==> config.mk <==
export PLATFORM = sky130hd
export DESIGN_NAME = annexb_nal_unit_splitter_top
export DESIGN_NICKNAME = d
export VERILOG_FILES = /design/src/rtl/nalsp_pkg.sv /design/src/rtl/nalsp_front.sv /design/src/rtl/nalsp_back.sv /design/src/rtl/annexb_nal_unit_splitter_top.sv
export SDC_FILE = /design/constraint.sdc
export NUM_CORES = 1
export LEC_CHECK = 0
export ABC_AREA = 1
export BUFFER_PORTS_ARGS = -buffer_cell sky130_fd_sc_hd__buf_2
export CAP_MARGIN = 10
export CORE_ASPECT_RATIO = 0.75
export CORE_MARGIN = 2
export CORE_UTILIZATION = 60
export CTS_BUF_LIST = sky130_fd_sc_hd__clkbuf_4 sky130_fd_sc_hd__clkbuf_8
export CTS_CLUSTER_DIAMETER = 80
export DETAILED_ROUTE_END_ITERATION = 7
export PLACE_DENSITY = 0.79
export SKIP_LAST_GASP = 1
export SLEW_MARGIN = 20
export SYNTH_ARGS = -nofsm -noshare
export SYNTH_HDL_FRONTEND = slang
export SYNTH_HIERARCHICAL = 1
export SYNTH_SLANG_ARGS = --single-unit
export TNS_END_PERCENT = 100
==> constraint.sdc <==
create_clock -name clk -period 6.3 [get_ports clk]
set_clock_uncertainty 0.2 [all_clocks]
set_input_delay 1.26 -clock clk [delete_from_list [all_inputs] [get_ports clk]]
set_output_delay 1.26 -clock clk [all_outputs]
set_load 0.03 [all_outputs]
==> src/rtl/nalsp_pkg.sv <==
// Shared types for the Annex B NAL unit splitter.
`default_nettype none

package nalsp_pkg;

    typedef struct packed {
        logic [7:0]  out_byte;
        logic        unit_first;
        logic        unit_last;
        logic        unit_empty;
        logic [4:0]  unit_kind;
        logic [31:0] unit_time;
        logic        run_last;
    } entry_t;

    typedef struct packed {
        logic   valid;
        entry_t entry;
    } push_t;

endpackage

`default_nettype wire

==> src/rtl/nalsp_front.sv <==
// Front end: byte window, start code detection and unit framing decisions.
`default_nettype none

module nalsp_front (
    input  wire logic                clk,
    input  wire logic                rst_n,
    input  wire logic                byte_valid,
    output logic                     byte_stall,
    input  wire logic [7:0]          in_byte,
    input  wire logic                frame_end,
    input  wire logic signed [31:0]  frame_time,
    output nalsp_pkg::push_t         push,
    input  wire logic                q_full
);
    import nalsp_pkg::*;

    localparam int          WIN       = 6;
    localparam logic [4:0]  KIND_SPS  = 5'h07;
    localparam logic [4:0]  KIND_PPS  = 5'h08;
    localparam logic [7:0]  BYTE_ZERO = 8'h00;
    localparam logic [7:0]  BYTE_ONE  = 8'h01;

    typedef logic [WIN-1:0][7:0] win_t;

    // Start code length at position p of w[0..n-1], zero if none.
    function automatic logic [2:0] code_len(input win_t w, input logic [2:0] n,
                                            input logic [1:0] p, input logic [4:0] kind);
        logic [2:0] b;
        logic [3:0] nn;
        logic       z0;
        logic       z1;
        logic       z2;
        logic       o2;
        logic       o3;
        b  = {1'b0, p};
        nn = {1'b0, n};
        z0 = (w[b] == BYTE_ZERO);
        z1 = (w[b + 3'd1] == BYTE_ZERO);
        z2 = (w[b + 3'd2] == BYTE_ZERO);
        o2 = (w[b + 3'd2] == BYTE_ONE);
        o3 = (w[b + 3'd3] == BYTE_ONE);
        code_len = 3'd0;
        if ((kind == KIND_SPS || kind == KIND_PPS) && (({1'b0, b} + 4'd3) < nn)
            && z0 && z1 && o2)
        begin
            code_len = 3'd3;
        end
        else if ((({1'b0, b} + 4'd4) < nn) && z0 && z1 && z2 && o3)
        begin
            code_len = 3'd4;
        end
    endfunction

    win_t        win_reg,    win_next;
    logic [2:0]  cnt_reg,    cnt_next;
    logic        inside_reg, inside_next;
    logic        pend_reg,   pend_next;
    logic [4:0]  ckind_reg,  ckind_next;
    logic [4:0]  lkind_reg,  lkind_next;
    logic        start_reg,  start_next;
    logic        flush_reg,  flush_next;
    logic [31:0] time_reg,   time_next;

    logic        accept;
    logic        run;
    win_t        w;
    win_t        w_sh;
    logic [2:0]  n;
    logic [2:0]  n_sh;
    logic        e;
    logic [31:0] t;
    logic [4:0]  lk;
    logic [2:0]  len0;
    logic [2:0]  len1;
    logic [2:0]  shift;
    logic [3:0]  idx;
    logic        ins_a;
    logic        pend_a;
    logic [4:0]  ck_a;
    logic        more;
    entry_t      res;
    logic        res_valid;

    assign byte_stall = flush_reg || q_full;
    assign accept     = byte_valid && !byte_stall;
    assign run        = accept || (flush_reg && !q_full);

    always_comb
    begin
        if (flush_reg)
        begin
            w = win_reg;
            n = cnt_reg;
            e = 1'b1;
            t = time_reg;
        end
        else
        begin
            for (int i = 0; i < WIN; i++)
            begin
                w[i] = (3'(i) == cnt_reg) ? in_byte : win_reg[i];
            end
            n = cnt_reg + 3'd1;
            e = frame_end;
            t = $unsigned(frame_time);
        end
        lk = (!flush_reg && start_reg) ? in_byte[4:0] : lkind_reg;

        shift     = 3'd0;
        ins_a     = inside_reg;
        pend_a    = pend_reg;
        ck_a      = ckind_reg;
        res_valid = 1'b0;
        res       = '0;
        res.unit_kind = ckind_reg;
        res.unit_time = t;
        len0      = 3'd0;
        len1      = 3'd0;

        if (e || n >= 3'd5)
        begin
            if (!inside_reg)
            begin
                len0 = code_len(w, n, 2'd0, lk);
                if (len0 != 3'd0)
                begin
                    shift  = len0;
                    ins_a  = 1'b1;
                    pend_a = 1'b1;
                    ck_a   = w[len0][4:0];
                end
                else
                begin
                    shift = 3'd1;
                end
            end
            else
            begin
                len0 = code_len(w, n, 2'd0, ckind_reg);
                if (len0 != 3'd0)
                begin
                    // back-to-back codes: zero-length unit marker
                    if (pend_reg)
                    begin
                        res_valid       = 1'b1;
                        res.unit_first  = 1'b1;
                        res.unit_last   = 1'b1;
                        res.unit_empty  = 1'b1;
                    end
                    shift  = len0;
                    pend_a = 1'b1;
                    ck_a   = w[len0][4:0];
                end
                else if (e || n == 3'd6)
                begin
                    len1           = code_len(w, n, 2'd1, ckind_reg);
                    res_valid      = 1'b1;
                    res.out_byte   = w[0];
                    res.unit_first = pend_reg;
                    res.unit_last  = (n == 3'd1) || (len1 != 3'd0);
                    if (len1 != 3'd0)
                    begin
                        shift  = len1 + 3'd1;
                        pend_a = 1'b1;
                        ck_a   = w[len1 + 3'd1][4:0];
                    end
                    else
                    begin
                        shift  = 3'd1;
                        pend_a = 1'b0;
                    end
                end
            end
        end

        for (int i = 0; i < WIN; i++)
        begin
            idx     = 4'(i) + {1'b0, shift};
            w_sh[i] = (idx < 4'(WIN)) ? w[idx[2:0]] : BYTE_ZERO;
        end
        n_sh = n - shift;

        if (ins_a)
        begin
            more = (n_sh != 3'd0);
        end
        else
        begin
            more = (code_len(w_sh, n_sh, 2'd0, lk) != 3'd0)
                || (code_len(w_sh, n_sh, 2'd1, lk) != 3'd0)
                || (code_len(w_sh, n_sh, 2'd2, lk) != 3'd0);
        end
        res.run_last = !e || !more;

        win_next    = win_reg;
        cnt_next    = cnt_reg;
        inside_next = inside_reg;
        pend_next   = pend_reg;
        ckind_next  = ckind_reg;
        lkind_next  = lkind_reg;
        start_next  = start_reg;
        flush_next  = flush_reg;
        time_next   = time_reg;

        if (run)
        begin
            win_next    = w_sh;
            cnt_next    = n_sh;
            inside_next = ins_a;
            pend_next   = pend_a;
            ckind_next  = ck_a;
            lkind_next  = lk;
            start_next  = 1'b0;
            time_next   = t;
            if (e && n_sh == 3'd0)
            begin
                inside_next = 1'b0;
                pend_next   = 1'b0;
                start_next  = 1'b1;
                flush_next  = 1'b0;
            end
            else
            begin
                flush_next = e;
            end
        end

        push.valid = run && res_valid;
        push.entry = res;
    end

    always_ff @(posedge clk or negedge rst_n)
    begin
        if (!rst_n)
        begin
            win_reg    <= '0;
            cnt_reg    <= 3'd0;
            inside_reg <= 1'b0;
            pend_reg   <= 1'b0;
            ckind_reg  <= 5'd0;
            lkind_reg  <= 5'd0;
            start_reg  <= 1'b1;
            flush_reg  <= 1'b0;
            time_reg   <= 32'd0;
        end
        else
        begin
            win_reg    <= win_next;
            cnt_reg    <= cnt_next;
            inside_reg <= inside_next;
            pend_reg   <= pend_next;
            ckind_reg  <= ckind_next;
            lkind_reg  <= lkind_next;
            start_reg  <= start_next;
            flush_reg  <= flush_next;
            time_reg   <= time_next;
        end
    end

endmodule

`default_nettype wire

==> src/rtl/nalsp_back.sv <==
// Back end: result queue whose head drives the output channel.
`default_nettype none

module nalsp_back (
    input  wire logic               clk,
    input  wire logic               rst_n,
    input  wire nalsp_pkg::push_t   push,
    output logic                    q_full,
    output logic                    unit_valid,
    input  wire logic               unit_stall,
    output nalsp_pkg::entry_t       head
);
    import nalsp_pkg::*;

    localparam int QDEPTH = 4;
    localparam int PW     = $clog2(QDEPTH);

    entry_t          q_reg [QDEPTH];
    logic [PW-1:0]   wr_reg,  wr_next;
    logic [PW-1:0]   rd_reg,  rd_next;
    logic [PW:0]     cnt_reg, cnt_next;
    logic            do_push;
    logic            do_pop;

    assign q_full     = (cnt_reg == (PW + 1)'(QDEPTH));
    assign unit_valid = (cnt_reg != '0);
    assign head       = q_reg[rd_reg];
    assign do_push    = push.valid && !q_full;
    assign do_pop     = unit_valid && !unit_stall;

    always_comb
    begin
        wr_next  = do_push ? wr_reg + 1'b1 : wr_reg;
        rd_next  = do_pop ? rd_reg + 1'b1 : rd_reg;
        cnt_next = cnt_reg + (PW + 1)'(do_push) - (PW + 1)'(do_pop);
    end

    always_ff @(posedge clk)
    begin
        if (do_push)
        begin
            q_reg[wr_reg] <= push.entry;
        end
    end

    always_ff @(posedge clk or negedge rst_n)
    begin
        if (!rst_n)
        begin
            wr_reg  <= '0;
            rd_reg  <= '0;
            cnt_reg <= '0;
        end
        else
        begin
            wr_reg  <= wr_next;
            rd_reg  <= rd_next;
            cnt_reg <= cnt_next;
        end
    end

endmodule

`default_nettype wire

==> src/rtl/annexb_nal_unit_splitter_top.sv <==
// Top level of the Annex B NAL unit splitter.
`default_nettype none

// Splits the bytes of an encoded frame into NAL units at Annex B start codes and
// emits one payload byte per result, tagged with first/last/empty, the unit kind,
// the frame time and the last result of the input byte that caused it. Input bytes
// are taken one per cycle while byte_stall is low, each making at most one window
// decision. A byte flagged frame_end is followed by a flush with byte_stall high,
// resolving the six-byte window one decision per cycle unless the queue is full.
// Results leave at most one per cycle from a four-entry queue. Any cycle that starts
// with the queue full holds byte_stall high and pauses the flush, so output stalls
// reach the input only once four results are waiting.

module annexb_nal_unit_splitter_top (
    input  wire logic               clk,
    input  wire logic               rst_n,
    input  wire logic               byte_valid,
    output logic                    byte_stall,
    input  wire logic [7:0]         in_byte,
    input  wire logic               frame_end,
    input  wire logic signed [31:0] frame_time,
    output logic                    unit_valid,
    input  wire logic               unit_stall,
    output logic [7:0]              out_byte,
    output logic                    unit_first,
    output logic                    unit_last,
    output logic                    unit_empty,
    output logic [4:0]              unit_kind,
    output logic signed [31:0]      unit_time,
    output logic                    run_last
);
    import nalsp_pkg::*;

    push_t  push;
    logic   q_full;
    entry_t head;

    nalsp_front u_front (
        .clk        (clk),
        .rst_n      (rst_n),
        .byte_valid (byte_valid),
        .byte_stall (byte_stall),
        .in_byte    (in_byte),
        .frame_end  (frame_end),
        .frame_time (frame_time),
        .push       (push),
        .q_full     (q_full)
    );

    nalsp_back u_back (
        .clk        (clk),
        .rst_n      (rst_n),
        .push       (push),
        .q_full     (q_full),
        .unit_valid (unit_valid),
        .unit_stall (unit_stall),
        .head       (head)
    );

    assign out_byte   = head.out_byte;
    assign unit_first = head.unit_first;
    assign unit_last  = head.unit_last;
    assign unit_empty = head.unit_empty;
    assign unit_kind  = head.unit_kind;
    assign unit_time  = $signed(head.unit_time);
    assign run_last   = head.run_last;

endmodule

`default_nettype wire
# == Word level (Yosys, flattened, before mapping) ==
# Memories as Yosys holds them, arrays and structs flattened.
# Index checks and enable logic that the tools add are counted.
# word_totals
regBits,104
ram_bits,196
in_bits,45
out_inout_bits,51
wordCells,262
memories,1
# mem_list
memory,words,word_bits,rd,rd_clocked_by_memory_dff,write_ports,line,rtl
u_back.q_reg,4,49,1,0,1,nalsp_back.sv:18,entry_t q_reg [QDEPTH];
# op_classes
add_sub_neg,12
magnitude_cmp,23
n_eq_ne,22
n_mux,96
reduce_logical,91
# ops
operator,n
binary-select mux 8 bit (select 3 bit),9
2-to-1 mux 8 bit,19
2-to-1 mux 3 bit,30
zero test 8 bit,9
"== test 8 x 1 -> 1 bit, second input constant",7
logical AND 1 bit,51
2-to-1 mux 48 bit,1
2-to-1 mux 5 bit,9
"less-than comparator 3 x 4 -> 1 bit, second input constant",9
2-to-1 mux 32 bit,1
nonzero test 3 bit,9
2-to-1 mux 1 bit,23
2-to-1 mux 11 bit,2
"less-than comparator 4 x 3 -> 1 bit, second input constant",5
"less-than comparator 3 bit, first input constant",5
"== test 5 x 3 -> 1 bit, second input constant",2
"== test 5 x 4 -> 1 bit, second input constant",2
logical OR 1 bit,10
2-to-1 mux 10 bit,1
"adder 2 x 3 -> 4 bit, first input constant",2
"adder 3 x 3 -> 4 bit, first input constant",2
"adder 3 x 1 -> 3 bit, second input constant",2
"== test 2 x 3 -> 1 bit, first input constant",2
"== test 3 bit, first input constant",2
other kinds (19),30

# == Depth between registers and ports, before layout ==
# depth
depth_word,40
depth_mapped,36
mapped_depth_nobuf,32

# == Modules after synthesis ==
# The synthesis kept the hierarchy.
# modules_own_cells
mod,instances,cells_each,area_each_um2,seq_area_each_um2
nalsp_front,1,1410,8510.7,2428.6
nalsp_back,1,679,8099.0,6060.8

# == Least setup slack after synthesis ==
# No wires, ideal clock.
# synth_timing
path_type,input-to-reg
startpoint,input port in_byte[2]
endpoint,memory u_back/q_reg[0][0] (netlist bit) (enable)
setup_time_ps,456
arrival_ps,4966
required_ps,5644
setup_slack_ps,678
stages,17
path_buffers,1
cell_sequence,inv_1 nand3_1 nand2_1 nand2_1 nor2_2 nand2_1 nor2_1 nand2_1 buf_6 nand2_1 inv_1 nand3_1 nand2_1 inv_1 nor2_1 nand2_1 nor2_1
# synth_rtl
element,line,rtl
"start, declared",annexb_nal_unit_splitter_top.sv:19,"input wire logic [7:0] in_byte,"
"end, declared",nalsp_back.sv:18,

==> reports/metrics.cfg <==
[outcome]
status = complete, no violations

[clock_tree]
cts_tree = yes
cts_hold_buf = 0
post_cts_resized = 0
htree_levels = 2
cts_sinks = 300
clockRootBuffer = clkbuf_8
clkTransAtPathRegs_ns = 0.06
numCtsBuffers = 45
postCtsSetupRepairBufs = 0
ctsLongestPathBuffers = 3
insertion_delay_ns = 0.60

[timing]
setup_slack_ns = 0.5884
period_minus_slack_ns = 5.712
setup_viol = 0
worst_slew_pin_slew_ns = 1.022
rsz0062_at_grt = no
finalCritPeriodShare_pct = 90.66
fmax_ghz = 0.1751
finalSetupTns_ns = 0
final-max-slew-violation-count = 0
slew_headroom_pct = 31.84
finalHoldViolations = 0

[critical_path]
max_stage_delay_ns = 0.55
cp_max_fo = 32
crit_path_end_kind = flop
cp_slowest_cell = ha_1
worstReg2RegEnd = u_back/q_reg[1][0]$_DFFE_PP_
rrSetupSlack_ns = 0.59
crit_arrival_ns = 5.85
crit_end = u_back/q_reg[1][0]$_DFFE_PP_
path_class = flop to flop
startpoint = u_front/cnt_reg[0]$_DFFE_PN0N_
start_kind = flop
path_depth = 26
cp_common_cell = nand2_1
r2r-start = u_front/cnt_reg[0]$_DFFE_PN0N_
worstPathRequired_ns = 6.44
rr_worst_depth = 26
cp_top_family = simple AND/OR/NAND/NOR gates
path_buf_inv = 3

[final_layout]
layout_common_cells = nand2_1, o21ai_0, nand3_1
diodes = 0
largest_reg_flops = 196
fin_nets = 2263
num-fill-cells = 2119
drive_above_1_share_pct = 13.08
area_growth_pct = 10.93
utilization_pct = 67.91
layout_commonest_cell = nand2_1

[logic_synthesis]
syn_inst = 2089
synth.distinct_cells = 47
ys_ff_latch = 300
synth_top_area_share_pct = 35.44
ys_warn_count = 6
synth_edf_count = 196
syn_avg_cell_area_sq_um = 7.951
seq_area_frac_synth_pct = 51.11
syn_area_sq_um = 16610
postSynth.asyncResetShare_pct = 34.67
ys.flop_type = edfxtp_1
syn-num-nets = 2155
yosys-top-cells-area = edfxtp_1, dfrtp_1, nand2_1
synth_top_area_cell = edfxtp_1

[global_route]
grt_usage_pct = 40.79
gr-total-overflow = 0
top_usage_layer = met1
grtUsageMet2_pct = 56.23
grt_max_degree = 104
grt_pass1_wl_um = 88250
grt_use_met3_pct = 14.01
antenna_found_initial = 0
grt_pass1_vias = 14490
gr-usage-met1_pct = 61.75

[place]
gp_congestion = 1.080
port_buffers = 95
dp_hpwl_um = 41390
place_ws_ns = 0.5978

[floorplan]
core_area_sq_um = 27130
die_h_um = 148.1
initial_core_util_pct = 61.22
row_count = 52
io_pins = 96
dieArea_sq_um = 29040
die_w_um = 196.1

[power_and_ir_drop]
power_w = 0.01148
leakage_nw = 8.631
powerDensity_nw_per_um2 = 623.0
ir_drop_v = 0.0004139

[drt]
drtIter0Drc = 2360
wirelength_um = 58860
vias = 15740
drc = 0
postRouteAntennaNets = 0
wl_per_cell_um = 22.79
routed_via_density = 6.094
dr.pass1.iters = 8

[job]
maxCapViolCount = 0

[hold_path]
hold_path.class = flop to flop

where the power goes:
| group | switching, W | internal [W] | leakage, nW |
|---|---|---|---|
| registers | 0.000286 | 0.00263 | 3.10 |
| clock network | 0.000781 | 0.000816 | 0.470 |
| logic | 0.00513 | 0.00183 | 5.06 |
| total | 0.00620 | 0.00528 | 8.63 |
routing by layer:
metal,vias to the layer above,wire [um]
li1,7050,-
met1,7334,24330
met2,1214,24070
met3,144,8968
met4,0,1490
met5,-,0
through the flow:
stage / hold slack, ns / instances / cell area [sq um]
after floorplan: 0.2416 / 2089 / 16610
after global placement: 0.2551 / 2501 / 17530
after detailed placement: 0.2711 / 2501 / 17530
after CTS: 0.2880 / 2583 / 18420
after global routing: 0.3127 / 2583 / 18430
final: 0.2870 / 2583 / 18430
synthesized netlist by cell type (2+ instances only):
| library cell | count |
|---|---|
| o211ai_1 | 4 |
| o22ai_1 | 4 |
| o21ai_0 | 247 |
| or2_2 | 2 |
| nand4_1 | 17 |
| buf_6 | 17 |
| nand2_2 | 14 |
| clkbuf_1 | 51 |
| a211oi_1 | 2 |
| a31oi_1 | 2 |
| ha_1 | 19 |
| nand2_4 | 8 |
| inv_2 | 9 |
| o21ai_1 | 28 |
| nand2_1 | 651 |
| and2_1 | 2 |
| dfrtp_1 | 103 |
| clkinv_1 | 3 |
| nor2_2 | 7 |
| edfxtp_1 | 196 |
| o2111ai_1 | 4 |
| o221ai_1 | 2 |
| nor2_1 | 186 |
| nand3_2 | 2 |
| nor2_4 | 2 |
| buf_4 | 7 |
| buf_1 | 9 |
| a21oi_1 | 16 |
| buf_2 | 16 |
| inv_1 | 206 |
| nand3b_1 | 5 |
| nor2_8 | 3 |
| o21a_1 | 2 |
| nand3_1 | 229 |
| fa_1 | 2 |
final cells by class:
type	instances	area [sq um]	share of cell area, %
Timing Repair Buffer	162	993.5	5.392
Clock buffer	64	787.0	4.271
Multi-Input combinational cell	1470	6789	36.85
Inverter	218	819.5	4.448
Clock inverter	18	103.9	0.5636
Sequential cell	300	8493	46.10
Tap cell	351	439.2	2.384
worst min-delay path, cell delays in order, from the launching register on:
cell and delay, ns:
dfrtp_1 0.34, nand2_1 0.05, nand2_1 0.06
logic make-up after synthesis:
family                     after synthesis  share of synthesized area, %
xor gates and xnor gates                 2                        0.1055
DFF                                    300                         51.11
buffers and inverters                  319                         8.264
AOI/OAI and AO/OA                      316                         9.928
adders and majority gates               21                         1.672
and+or+nand+nor                       1131                         28.92
how the worst min path moves through the flow:
stage	from	endpoint	slack [ns]	cells past startpoint
floorplan	u_front/win_reg[43]$_DFFE_PN0N_	u_front/win_reg[43]$_DFFE_PN0N_	0.24	2
detailed placement	u_front/win_reg[47]$_DFFE_PN0N_	u_front/win_reg[47]$_DFFE_PN0N_	0.27	2
finish	u_front/win_reg[47]$_DFFE_PN0N_	u_front/win_reg[47]$_DFFE_PN0N_	0.29	2
global placement	u_front/win_reg[43]$_DFFE_PN0N_	u_front/win_reg[43]$_DFFE_PN0N_	0.26	2
global route	u_front/win_reg[6]$_DFFE_PN0N_	u_front/win_reg[6]$_DFFE_PN0N_	0.31	2
CTS	u_front/win_reg[47]$_DFFE_PN0N_	u_front/win_reg[47]$_DFFE_PN0N_	0.29	2
(Power assumes the default switching activity.)
